==> src/rtl/hplt_pkg.sv <==
// Package for the HP lattice move energy tracker.
// Holds the item structs, opcodes, state and command types and the fixed field widths.
// No dependencies.
`timescale 1ns / 1ps

package hplt_pkg;

    localparam int IDX_W    = 6;
    localparam int CRD_IN_W = 7;
    localparam int OCC_W    = 7;
    localparam int ENERGY_W = 8;
    localparam int LEN_W    = 7;
    localparam int MASK_W   = 64;
    localparam int DELTA_W  = 6;
    localparam int CFG_IDX_W = 1;
    localparam int CFG_DATA_W = 64;

    localparam int DEFAULT_LATTICE_SIDE = 128;
    localparam int DEFAULT_MAX_RESIDUES = 64;

    localparam logic [CFG_IDX_W-1:0] CFG_RESIDUE_MASK = 1'b0;
    localparam logic [CFG_IDX_W-1:0] CFG_CHAIN_LENGTH = 1'b1;

    localparam logic [1:0] DIR_ROW_UP   = 2'd0;
    localparam logic [1:0] DIR_ROW_DOWN = 2'd1;
    localparam logic [1:0] DIR_COL_UP   = 2'd2;
    localparam logic [1:0] DIR_COL_DOWN = 2'd3;

    typedef enum logic [1:0] {
        REQ_RESTART = 2'd0,
        REQ_MOVE1   = 2'd1,
        REQ_MOVE2   = 2'd2,
        REQ_QUERY   = 2'd3
    } req_type_t;

    typedef struct packed {
        logic [1:0]          req_type;
        logic [IDX_W-1:0]    idx1;
        logic [CRD_IN_W-1:0] old_x1;
        logic [CRD_IN_W-1:0] old_y1;
        logic [CRD_IN_W-1:0] new_x1;
        logic [CRD_IN_W-1:0] new_y1;
        logic [IDX_W-1:0]    idx2;
        logic [CRD_IN_W-1:0] old_x2;
        logic [CRD_IN_W-1:0] old_y2;
        logic [CRD_IN_W-1:0] new_x2;
        logic [CRD_IN_W-1:0] new_y2;
    } in_item_t;

    typedef struct packed {
        logic signed [ENERGY_W-1:0] energy_now;
        logic                       site_taken;
        logic [IDX_W-1:0]           site_residue;
    } out_item_t;

    typedef enum logic [3:0] {
        ST_SWEEP,
        ST_IDLE,
        ST_CHECK,
        ST_QRD,
        ST_QEV,
        ST_CLR_RD,
        ST_CLR_WR,
        ST_PLACE,
        ST_PB,
        ST_PA,
        ST_WR,
        ST_ACC,
        ST_UPD,
        ST_DONE
    } state_t;

    typedef enum logic [3:0] {
        OP_NOP,
        OP_SWEEP,
        OP_START,
        OP_CHECK,
        OP_QRD,
        OP_QEV,
        OP_CLR_RD,
        OP_CLR_WR,
        OP_PLACE,
        OP_PROBE_B,
        OP_PROBE_A,
        OP_WRITE,
        OP_UPD,
        OP_OUT
    } dp_op_t;

    typedef struct packed {
        dp_op_t op;
        logic   cnt_clr;
        logic   cnt_inc;
    } cmd_t;

    typedef struct packed {
        logic [1:0] in_type;
        logic       is_move2;
        logic       move_ok;
        logic       count_zero;
        logic       sweep_last;
        logic       clr_last;
        logic       place_last;
        logic       probe_last;
        logic       wr_last;
        logic       out_busy;
    } status_t;

endpackage

==> src/rtl/hplt_ctrl.sv <==
// Sequencer for the HP lattice tracker: walks each request through its datapath steps.
// Depends on hplt_pkg.
`timescale 1ns / 1ps

module hplt_ctrl (
    input  logic             clk,
    input  logic             rst_n,
    input  logic             in_valid,
    output logic             in_ready,
    input  hplt_pkg::status_t st,
    output hplt_pkg::cmd_t    cmd
);

    hplt_pkg::state_t state_reg;
    hplt_pkg::state_t state_next;

    always_ff @(posedge clk or negedge rst_n)
    begin
        if (!rst_n)
        begin
            state_reg <= hplt_pkg::ST_SWEEP;
        end
        else
        begin
            state_reg <= state_next;
        end
    end

    always_comb
    begin
        state_next  = state_reg;
        cmd.op      = hplt_pkg::OP_NOP;
        cmd.cnt_clr = 1'b0;
        cmd.cnt_inc = 1'b0;
        in_ready    = 1'b0;
        case (state_reg)
            hplt_pkg::ST_SWEEP:
            begin
                cmd.op = hplt_pkg::OP_SWEEP;
                if (st.sweep_last)
                begin
                    cmd.cnt_clr = 1'b1;
                    state_next  = hplt_pkg::ST_IDLE;
                end
                else
                begin
                    cmd.cnt_inc = 1'b1;
                end
            end
            hplt_pkg::ST_IDLE:
            begin
                in_ready = 1'b1;
                if (in_valid)
                begin
                    cmd.op      = hplt_pkg::OP_START;
                    cmd.cnt_clr = 1'b1;
                    case (st.in_type)
                        hplt_pkg::REQ_RESTART:
                            state_next = st.count_zero ? hplt_pkg::ST_PLACE
                                                       : hplt_pkg::ST_CLR_RD;
                        hplt_pkg::REQ_MOVE1: state_next = hplt_pkg::ST_CHECK;
                        hplt_pkg::REQ_MOVE2: state_next = hplt_pkg::ST_CHECK;
                        default:             state_next = hplt_pkg::ST_QRD;
                    endcase
                end
            end
            hplt_pkg::ST_CHECK:
            begin
                cmd.op      = hplt_pkg::OP_CHECK;
                cmd.cnt_clr = 1'b1;
                state_next  = st.move_ok ? hplt_pkg::ST_PB : hplt_pkg::ST_DONE;
            end
            hplt_pkg::ST_PB:
            begin
                cmd.op = hplt_pkg::OP_PROBE_B;
                if (st.probe_last)
                begin
                    cmd.cnt_clr = 1'b1;
                    state_next  = st.is_move2 ? hplt_pkg::ST_WR : hplt_pkg::ST_PA;
                end
                else
                begin
                    cmd.cnt_inc = 1'b1;
                end
            end
            hplt_pkg::ST_PA:
            begin
                cmd.op = hplt_pkg::OP_PROBE_A;
                if (st.probe_last)
                begin
                    cmd.cnt_clr = 1'b1;
                    state_next  = st.is_move2 ? hplt_pkg::ST_ACC : hplt_pkg::ST_WR;
                end
                else
                begin
                    cmd.cnt_inc = 1'b1;
                end
            end
            hplt_pkg::ST_WR:
            begin
                cmd.op = hplt_pkg::OP_WRITE;
                if (st.wr_last)
                begin
                    cmd.cnt_clr = 1'b1;
                    state_next  = st.is_move2 ? hplt_pkg::ST_PA : hplt_pkg::ST_UPD;
                end
                else
                begin
                    cmd.cnt_inc = 1'b1;
                end
            end
            hplt_pkg::ST_ACC:
            begin
                state_next = hplt_pkg::ST_UPD;
            end
            hplt_pkg::ST_UPD:
            begin
                cmd.op     = hplt_pkg::OP_UPD;
                state_next = hplt_pkg::ST_DONE;
            end
            hplt_pkg::ST_CLR_RD:
            begin
                cmd.op     = hplt_pkg::OP_CLR_RD;
                state_next = hplt_pkg::ST_CLR_WR;
            end
            hplt_pkg::ST_CLR_WR:
            begin
                cmd.op = hplt_pkg::OP_CLR_WR;
                if (st.clr_last)
                begin
                    cmd.cnt_clr = 1'b1;
                    state_next  = hplt_pkg::ST_PLACE;
                end
                else
                begin
                    cmd.cnt_inc = 1'b1;
                    state_next  = hplt_pkg::ST_CLR_RD;
                end
            end
            hplt_pkg::ST_PLACE:
            begin
                cmd.op = hplt_pkg::OP_PLACE;
                if (st.place_last)
                begin
                    cmd.cnt_clr = 1'b1;
                    state_next  = hplt_pkg::ST_DONE;
                end
                else
                begin
                    cmd.cnt_inc = 1'b1;
                end
            end
            hplt_pkg::ST_QRD:
            begin
                cmd.op     = hplt_pkg::OP_QRD;
                state_next = hplt_pkg::ST_QEV;
            end
            hplt_pkg::ST_QEV:
            begin
                cmd.op     = hplt_pkg::OP_QEV;
                state_next = hplt_pkg::ST_DONE;
            end
            hplt_pkg::ST_DONE:
            begin
                if (!st.out_busy)
                begin
                    cmd.op     = hplt_pkg::OP_OUT;
                    state_next = hplt_pkg::ST_IDLE;
                end
            end
            default:
            begin
                state_next = hplt_pkg::ST_IDLE;
            end
        endcase
    end

endmodule

==> config.mk <==
export PLATFORM = sky130hd
export DESIGN_NAME = hplt_ctrl
export DESIGN_NICKNAME = d
export VERILOG_FILES = /design/src/rtl/hplt_pkg.sv /design/src/rtl/hplt_ctrl.sv
export SDC_FILE = /design/constraint.sdc
export NUM_CORES = 1
export LEC_CHECK = 0
export CAP_MARGIN = 0
export CORE_MARGIN = 1.5
export CORE_UTILIZATION = 26
export CTS_BUF_LIST = sky130_fd_sc_hd__clkbuf_16
export DETAILED_ROUTE_END_ITERATION = 7
export DONT_BUFFER_PORTS = 1
export HOLD_SLACK_MARGIN = 0.05
export MAX_ROUTING_LAYER = met4
export PLACE_DENSITY_LB_ADDON = 0.1
export SLEW_MARGIN = 25
export SYNTH_ARGS = -nofsm -noshare
export SYNTH_HDL_FRONTEND = slang
export SYNTH_SLANG_ARGS = --single-unit
export TNS_END_PERCENT = 30
==> constraint.sdc <==
create_clock -name clk -period 1.62 [get_ports clk]
set_clock_uncertainty 0.15 [all_clocks]
set_input_delay 0.324 -clock clk [delete_from_list [all_inputs] [get_ports clk]]
set_output_delay 0.324 -clock clk [all_outputs]
set_load 0.005 [all_outputs]
======== Yosys cells after proc, flatten, opt, wreduce, memory -nomap -nowiden ========
Cells that the tools add are included.
Widths: inputs -> output; s select.
storage, ports and cells
  register bits after elaboration ......... 4
  output and inout bits ................... 7
  input bits .............................. 14
  logic and storage cells ................. 60
cells by class
  reduce and logical (&&, ||, !) cells .... 6
  muxes and demuxes ....................... 31
  equality and inequality tests ........... 22
operator list
  kind                count
  $pmux 4 s13         2
  $mux 4              8
  $eq 4x4->1 const B  6
  $eq 4x3->1 const B  4
  $ne 2x2->1 const B  7
  $mux 1              12
  $mux 3              3
  $eq 4x2->1 const B  2
  $pmux 1 s7          1
  $reduce_and 7->1    1
  $mux 2              3
  $pmux 3 s2          1
  $reduce_or 2->1     3
  $pmux 1 s5          1
  $eq 4x1->1 const B  1
  $logic_not 4->1     1
  $eq 2x1->1 const B  1
  $eq 2x2->1 const B  1
  $logic_not 2->1     1

======== Depth between registers and ports, before layout ========
Gate-level depths: netlist of run 1.
  depth after elaboration ................. 5
  depth in mapped cells ................... 6
  depth with buffers taken out ............ 6

======== Worst setup path before layout of run 1 ========
Ideal clock, no wire load.
  path kind ............................... reg2out
  from .................................... register state_reg[1]
  to ...................................... output port cmd[1] (netlist name)
  cell stages (with the launch flop) ...... 6
  data required time ...................... 1.146 ns
  arrival ................................. 1.241 ns
  path buffers ............................ 1
  path slack .............................. -0.095 ns
  cell sequence ........................... dfrtp_1 -> buf_4 -> and2b_1 -> a21oi_1 -> o21ai_1 -> a221o_1
RTL lines
  element                   RTL line         text
  start: declaration        hplt_ctrl.sv:14  hplt_pkg::state_t state_reg;
  start signal: assignment  hplt_ctrl.sv:21  state_reg <= hplt_pkg::ST_SWEEP;
  start signal: assignment  hplt_ctrl.sv:25  state_reg <= state_next;
  end: declaration          hplt_ctrl.sv:11  output hplt_pkg::cmd_t cmd

==> results of run 1 <==
==> metrics by stage <==
stage / util / cells
floorplan: - / 89
global placement: 0.302 / 124
detailed placement: 0.302 / 124
CTS: 0.356 / 129
global route: 0.384 / 130
finish: 0.384 / 130
==> placed cells by master, fill, tap and decap left out, types with 2 or more instances in the layout <==
cell type,count
o21ai_2,2
nor2b_1,6
a21o_1,2
nor2_1,5
o22ai_1,2
or3_1,3
dfrtp_2,4
nand2_1,4
o21ai_0,2
ha_1,2
nand4_1,2
nor3_2,2
nand3_1,2
o21ai_1,2
inv_1,4
buf_4,11
buf_6,3
a21oi_2,3
nor3_1,2
clkbuf_16,3
a21oi_1,5
==> metal layers <==
layer / routed length (µm) / vias up / share of wire / GRT usage
li1: - / 357 / - / -
met1: 922 / 316 / 0.45 / 0.200
met2: 965 / 21 / 0.47 / 0.217
met3: 136 / 3 / 0.066 / 0.0301
met4: 27 / 0 / 0.013 / 0.0750
met5: 0 / - / 0 / -
==> what timing repair did <==
item	4_1_cts	5_1_grt
cloned	0	0
endpoints found under the hold margin	4	0
gates resized for setup	10	17
pin swaps	1	0
hold buffers	1	0
setup endpoints to repair	10	11
setup buffers	1	1
==> cell families after synthesis <==
kind of cell,synth area share
buffers and inverters,0.125
AND/OR/NAND/NOR,0.310
AO/OA/AOI/OAI,0.382
adder cells (fa/ha/maj),0.0367
flip-flops,0.147
==> power groups by stage <==
stage / clock network, µW / registers (µW) / logic, µW
floorplan: 0 / 201 / 1070
global placement: 0 / 237 / 1320
detailed placement: 0 / 235 / 1310
CTS: 396 / 243 / 1420
global route: 404 / 269 / 1720
finish: 391 / 256 / 1580
==> worst max-delay path, delay by kind of cell, from the launching register on <==
kind / cells / cell delay, ns
compound gates: 2 / 0.58
flops: 1 / 0.43
simple gates: 1 / 0.15
==> path summary, 6_finish.rpt <==
path                              start            to  slack [ns]  depth (start not counted)
max                        state_reg[2]        cmd[1]       -0.24                          3
min                               st[8]  state_reg[0]        0.17                          2
max reg2reg                state_reg[3]  state_reg[0]       -0.02                          7
min reg2reg                state_reg[2]  state_reg[3]        0.67                          3
max in group asynchronous         rst_n  state_reg[1]        0.92                          1
min in group asynchronous         rst_n  state_reg[3]        0.21                          1
==> cell type report <==
class | instances | area [µm²] | share of cell area
multi-input combinational | 73 | 577 | 0.607
timing repair buffer | 16 | 141 | 0.149
sequential | 4 | 105 | 0.111
clock buffer | 3 | 75.1 | 0.0789
tap | 30 | 37.5 | 0.0395
inverter | 4 | 15.0 | 0.0158
==> flow_summary.json, run 1 <==
{
  "ir_worst_vdd_v": 0.000816,
  "dpl.hpwl_um": 1430,
  "viasPerCell": 5.36,
  "drv_cap": 0,
  "synth_edf_count": 0,
  "switchingPower_uw": 983,
  "ios": 21,
  "postLayoutCellArea_um2": 951,
  "grt_usage": 0.151,
  "dieHeight_um": 54.2,
  "finalHoldViolations": 0,
  "vias": 697,
  "syn_to_final_growth_pct": 39.4,
  "cp.required_ns": 1.15,
  "min_period_ns": 1.86,
  "root_buffer": "clkbuf_16",
  "yosys.area.top_type": "dfrtp_1",
  "ys.flop_type": "dfrtp_1",
  "critPathLaunchType": "register",
  "max_stage_delay_ns": 0.43,
  "pwr-share-clk": 0.175,
  "synthDistinctLibCells": 43,
  "syn_avg_cell_area_um2": 7.66,
  "grt_pass1_vias": 660,
  "p_per_area_nw_per_um2": 2340,
  "wirelength_um": 2050,
  "fin_crit_sh": 1.15,
  "gr-total-overflow": 0,
  "crit_chain": "nor2b_4 -> a32o_1 -> a221o_1",
  "slew_violations": 0,
  "async_flop_share": 1.00,
  "p_leak_uw": 0.000400,
  "ys_seq_area_frac": 0.147,
  "setup-tns-final_ns": -0.910,
  "min_path_type": "in2reg",
  "layout-drive-gt1-share": 0.440,
  "fillers": 292,
  "yosys_warnings": 0,
  "diodes": 0,
  "finalSetupViolCount": 7,
  "dr.pass1.iters": 4,
  "cp.arrival_ns": 1.39,
  "cts_tree": "built",
  "syn_area_um2": 682,
  "power.share.sequential": 0.115,
  "clk_pin_slew_ns": 0.03,
  "cts_buffers": 3,
  "insertion_delay_ns": 0.23,
  "antenna_found_initial": 0,
  "grt_max_degree": 17,
  "syn_nets": 105,
  "slowest_stage": "dfrtp_2",
  "dieArea_um2": 2940,
  "yosys-top-cells-area": "dfrtp_1, buf_6, a21oi_1",
  "fin_nets": 118,
  "fp.dieW_um": 54.2,
  "drc": 0,
  "cts_sinks": 4,
  "postLayoutSetupSlackWorst_ns": -0.245,
  "placeableCoreArea_um2": 2480,
  "clockBufferDepth": 2,
  "wl_per_cell_um": 15.8,
  "largest_reg_flops": 4,
  "worstSetupPathType": "reg2out",
  "power.total_uw": 2230,
  "cts_max_level": 1,
  "rows": 18,
  "place_ws_ns": -0.0631,
  "max_slew_margin": 0.781,
  "p_int_uw": 1250,
  "start_util": 0.275,
  "tightest_slew_ns": 0.326,
  "synthCells": 89,
  "dpl-instance-area_um2": 747,
  "synth-seq-cells": 4,
  "path_max_fanout": 6,
  "drtIter0Drc": 10,
  "timing.fmax_mhz": 536,
  "whs_ns": 0.165,
  "outcome": "complete, but fails checks",
  "worst_setup_path_end_kind": "primary output",
  "postRouteAntennaNets": 0,
  "pwr-share-comb": 0.710,
  "gp_congestion": 0.802,
  "rsz0062_at_grt": "yes",
  "synthTopCellsByCount": "a21oi_1, nor2_1, nor2b_1, nand2_1, nor3_1",
  "io_buffers": 0,
  "switching_share": 0.441,
  "grt_pass1_wl_um": 3030,
  "violations": "setup timing",
  "yosysMostFrequentCell": "a21oi_1",
  "synth_top_area_share": 0.147
}
Note: power is estimated with default switching activity, not from simulation.
==> run 2: changes to the inputs <==
Settings changed: CORE_UTILIZATION 26 to 45.
Clock period 1.62 ns to 1.7 ns, I/O delays scaled along.
==> run 2 against run 1 <==
Against the previous run: the flow still finishes with violations (setup timing); cell count decreased by 11%; power fell by 8.5%; non-clock buffer count rose by 1; register-to-register slack gained 0.09 ns; count of clock-buffer cells in the layout stayed put; wire length decreased by 7.9%; final area is 4.2% lower; critical path depth increased by 1; sequential cell count unchanged; sequential power down 5%; global-route usage up 7.9 points; first-iteration DRC count grew to 3.0 times the previous value; critical endpoint unchanged; largest cell class unchanged.
==> flow_summary.json, run 2 (same netlist as run 1, synthesis figures left out) <==
{
  "outcome": "complete, but fails checks",
  "violations": "setup timing",
  "dr.pass1.iters": 4,
  "dieArea_um2": 1760,
  "io_buffers": 0,
  "clk_pin_slew_ns": 0.03,
  "met1_usage": 0.285,
  "min_path_type": "in2reg",
  "fp.dieW_um": 41.9,
  "ios": 21,
  "critPathLaunchType": "register",
  "clockBufferDepth": 2,
  "grt_usage": 0.230,
  "largest_reg_flops": 4,
  "dpl.hpwl_um": 1310,
  "postLayoutSetupSlackWorst_ns": -0.174,
  "wl_per_cell_um": 16.3,
  "rsz0062_at_grt": "yes",
  "busiest_layer": "met2",
  "met3_usage": 0.0652,
  "finalSetupViolCount": 6,
  "final_common_cell": "buf_4",
  "p_per_area_nw_per_um2": 2240,
  "r2r-end": "state_reg[0]",
  "cts_tree": "built",
  "r2r-start": "state_reg[3]",
  "layout_common_cells": "buf_4, nand2_1, nor2_1, nor2b_1",
  "timing.fmax_mhz": 534,
  "fin_crit_sh": 1.10,
  "fin_nets": 119,
  "cts_max_level": 1,
  "worst_setup_path_end_kind": "primary output",
  "cts_buffers": 3,
  "critical-path-top-delay-family": "compound AO/OA/AOI/OAI gates",
  "placeableCoreArea_um2": 1350,
  "rows": 13,
  "gr-total-overflow": 0,
  "max_slew_margin": 0.708,
  "drv_cap": 0,
  "grt_pass1_vias": 687,
  "dieHeight_um": 41.9,
  "cp_num_buf_inv": 0,
  "crit_chain": "and2b_1 -> a21oi_2 -> o21ai_1 -> a221o_1",
  "p_leak_uw": 0.000397,
  "ir_worst_vdd_v": 0.00152,
  "gr-usage-met2": 0.378,
  "cp.arrival_ns": 1.38,
  "finalHoldViolations": 0,
  "syn_to_final_growth_pct": 33.6,
  "holdPathEnd": "state_reg[0]",
  "cp.required_ns": 1.21,
  "slowest_stage": "dfrtp_1",
  "vias": 730,
  "drtIter0Drc": 30,
  "wirelength_um": 1890,
  "postLayoutCellArea_um2": 911,
  "whs_ns": 0.184,
  "drc": 0,
  "max_stage_delay_ns": 0.43,
  "cts_sinks": 4,
  "viasPerCell": 6.29,
  "slew_violations": 0,
  "grt_max_degree": 17,
  "gp_congestion": 0.873,
  "hold_path_startpoint": "st[8]",
  "root_buffer": "clkbuf_16",
  "path_max_fanout": 5,
  "tightest_slew_ns": 0.426,
  "reg2reg_depth": 7,
  "diodes": 0,
  "layout-drive-gt1-share": 0.406,
  "worstSetupPathType": "reg2out",
  "min_period_ns": 1.87,
  "dpl-instance-area_um2": 721,
  "grt_pass1_wl_um": 3060,
  "postRouteAntennaNets": 0,
  "r2r_setup_slack_ns": 0.07,
  "insertion_delay_ns": 0.22,
  "hold_depth": 2,
  "start_util": 0.505,
  "antenna_found_initial": 0
}
run 2: changes by cell type in the layout (fill, tap and decap cells not counted), sizes merged:
cell,before,now
buf,15,16
run 2: through the flow:
step | std cells | util | total power, µW | setup TNS (ns) | setup slack [ns]
after floorplan | 89 | - | 1220 | 0 | 0.0155
after global placement | 108 | 0.534 | 1420 | -0.00355 | -0.00355
after detailed placement | 108 | 0.534 | 1420 | -0.0497 | -0.0497
after CTS | 115 | 0.636 | 1910 | -0.562 | -0.150
after global routing | 116 | 0.675 | 2190 | -1.04 | -0.234
final | 116 | 0.675 | 2040 | -0.581 | -0.174
run 2: area by class of cell:
| type | count | area, µm² |
|---|---|---|
| clock buffers | 3 | 75.1 |
| fillers | 113 | 439 |
| inverters | 4 | 15.0 |
| multi-input cells | 73 | 553 |
| flip-flops and latches | 4 | 104 |
| well taps | 15 | 18.8 |
| repair buffers | 17 | 145 |
run 2: worst max-delay path by stage:
stage                   end  slack [ns]  depth (start not counted)          from
5_1_grt              cmd[1]       -0.23                          4  state_reg[0]
3_3_place_gp   state_reg[1]      -0.004                          6         st[9]
2_1_floorplan        cmd[1]        0.02                          5  state_reg[1]
6_report             cmd[1]       -0.17                          4  state_reg[0]
3_5_place_dp   state_reg[1]       -0.05                          6         st[9]
4_1_cts              cmd[1]       -0.15                          3  state_reg[3]
run 2: timing repair:
action	4_1_cts	5_1_grt
cloned	0	0
gates resized for setup	9	11
setup endpoints to repair	7	8
hold buffers	1	0
endpoints found under the hold margin	4	0
pin swaps	7	1
buffers inserted	3	1
run 2: per-layer routing:
metal | share of wire | up-vias
met1 | 0.41 | 340
met5 | 0 | -
met3 | 0.089 | 0
li1 | - | 359
met2 | 0.50 | 31
met4 | 0 | 0
run 2: power by group:
part	switching (µW)	total [µW]	internal [µW]
clock network	64.7	365	300
logic	713	1430	718
registers	86.6	242	156
total	865	2040	1170
==> run 3: changes to the inputs <==
Clock period 1.7 ns to 1.95 ns, I/O delays scaled along.
==> run 3 against run 2 <==
Against the previous run: the run still ends with setup timing left; first-iteration DRC count shrank 67%; sequential power shrank 17%; global-route usage shrank 0.74 points; power shrank 16%; critical path type unchanged; critical endpoint unchanged; largest power group unchanged.
==> flow_summary.json, run 3 (same netlist as run 1, synthesis figures left out) <==
{
  "outcome": "complete, but fails checks",
  "violations": "setup timing",
  "ir_worst_vdd_v": 0.00108,
  "root_buffer": "clkbuf_16",
  "cp_num_buf_inv": 0,
  "fin_crit_sh": 1.00,
  "layout-drive-gt1-share": 0.370,
  "insertion_delay_ns": 0.23,
  "dr.pass1.iters": 4,
  "ios": 21,
  "multi_input_area_um2": 533,
  "clockBufferDepth": 2,
  "setup-tns-final_ns": -0.00940,
  "gr-total-overflow": 0,
  "dpl.hpwl_um": 1290,
  "path_max_fanout": 9,
  "syn_to_final_growth_pct": 28.8,
  "layout_common_cells": "buf_4, a21oi_1, nand2_1, nor2b_1",
  "tightest_slew_ns": 0.365,
  "reg2reg_depth": 6,
  "register_area_um2": 103,
  "cts_sinks": 4,
  "drc": 0,
  "switchingPower_uw": 735,
  "final_common_cell": "buf_4",
  "start_util": 0.505,
  "cts_max_level": 1,
  "fp.dieW_um": 41.9,
  "r2r_setup_slack_ns": 0.27,
  "rsz0062_at_grt": "yes",
  "clk_pin_slew_ns": 0.03,
  "diodes": 0,
  "critPathLaunchType": "register",
  "wl_per_cell_um": 16.0,
  "wirelength_um": 1840,
  "cp_num_cells": 3,
  "viasPerCell": 6.30,
  "rows": 13,
  "gp_congestion": 0.884,
  "slew_violations": 0,
  "largest_reg_flops": 4,
  "place_ws_ns": 0.145,
  "worst_setup_path_end_kind": "primary output",
  "fillers": 124,
  "io_buffers": 0,
  "max_stage_delay_ns": 0.47,
  "grt_max_degree": 19,
  "finalHoldViolations": 0,
  "placeableCoreArea_um2": 1350,
  "grt_usage": 0.222,
  "timing.fmax_mhz": 510,
  "min_path_type": "in2reg",
  "max_slew_margin": 0.750,
  "slowest_stage": "dfrtp_2",
  "antenna_found_initial": 0,
  "postRouteAntennaNets": 0,
  "cp.required_ns": 1.41,
  "final_util": 0.651,
  "cts_buffers": 3,
  "p_leak_uw": 0.000390,
  "critical-path-top-delay-family": "compound AO/OA/AOI/OAI gates",
  "fin_nets": 118,
  "drv_cap": 0,
  "r2r-end": "state_reg[2]",
  "dieArea_um2": 1760,
  "setup.worst_path.end": "cmd[1]",
  "instances_no_fill": 115,
  "finalSetupViolCount": 1,
  "p_int_uw": 976,
  "grt_pass1_wl_um": 2930,
  "crit_start": "state_reg[3]",
  "cp.arrival_ns": 1.42,
  "r2r-start": "state_reg[1]",
  "crit_chain": "nor3b_2 -> a32o_1 -> a221o_1",
  "min_period_ns": 1.96,
  "switching_share": 0.429,
  "postLayoutSetupSlackWorst_ns": -0.00940,
  "drtIter0Drc": 10,
  "p_per_area_nw_per_um2": 1950,
  "power.share.sequential": 0.118,
  "whs_ns": 0.238,
  "grt_pass1_vias": 657,
  "cts_tree": "built",
  "dpl.cell_count": 104,
  "hold_depth": 2,
  "dieHeight_um": 41.9,
  "pwr-share-comb": 0.690,
  "vias": 724,
  "worstSetupPathType": "reg2out",
  "pwr-share-clk": 0.192
}
[run 3: power by group through the flow]
stage / registers [µW] / logic (µW) / clock network [µW]
final: 202 / 1180 / 328
after global routing: 211 / 1290 / 331
after global placement: 207 / 971 / 0
after floorplan: 165 / 888 / 0
after CTS: 197 / 1110 / 328
after detailed placement: 209 / 975 / 0
[run 3: through the flow]
step	total power [µW]	area [µm²]
floorplan	1050	682
global placement	1180	691
detailed placement	1180	691
CTS	1640	840
global route	1830	878
finish	1710	878
[run 3: layer usage]
metal  track usage  up-vias  wire length (µm)
met5             -        -                 0
met4         0.116        0                38
met3        0.0348        5                91
met2         0.344       26               862
met1         0.277      337               842
li1              -      356                 -
[run 3: what timing repair did]
action                                  4_1_cts  5_1_grt
hold buffers                                  1        0
pin swaps                                     0        3
gates resized for setup                       6        9
endpoints found under the setup margin        2        5
endpoints found under the hold margin         4        0
buffers inserted                              6        1
[run 3: worst reg2reg max path: cells and delay by family, from the launching register on]
kind,cells,cell delay [ns]
buffers and inverters,2,0.33
AOI/OAI and AO/OA,2,0.40
and+or+nand+nor,2,0.22
DFF,1,0.44
[run 3: worst min-delay path by stage]
| stage | startpoint | end |
|---|---|---|
| after floorplan | rst_n | state_reg[0] |
| after global placement | rst_n | state_reg[3] |
| after detailed placement | rst_n | state_reg[3] |
| after CTS | st[8] | state_reg[0] |
| after global routing | st[8] | state_reg[0] |
| final | st[8] | state_reg[0] |
[run 3: cell type report]
class	count	area share
flip-flops and latches	4	0.117
multi-input cells	73	0.607
inverters	4	0.0171
repair buffers	16	0.152
well taps	15	0.0214
clock buffers	3	0.0855
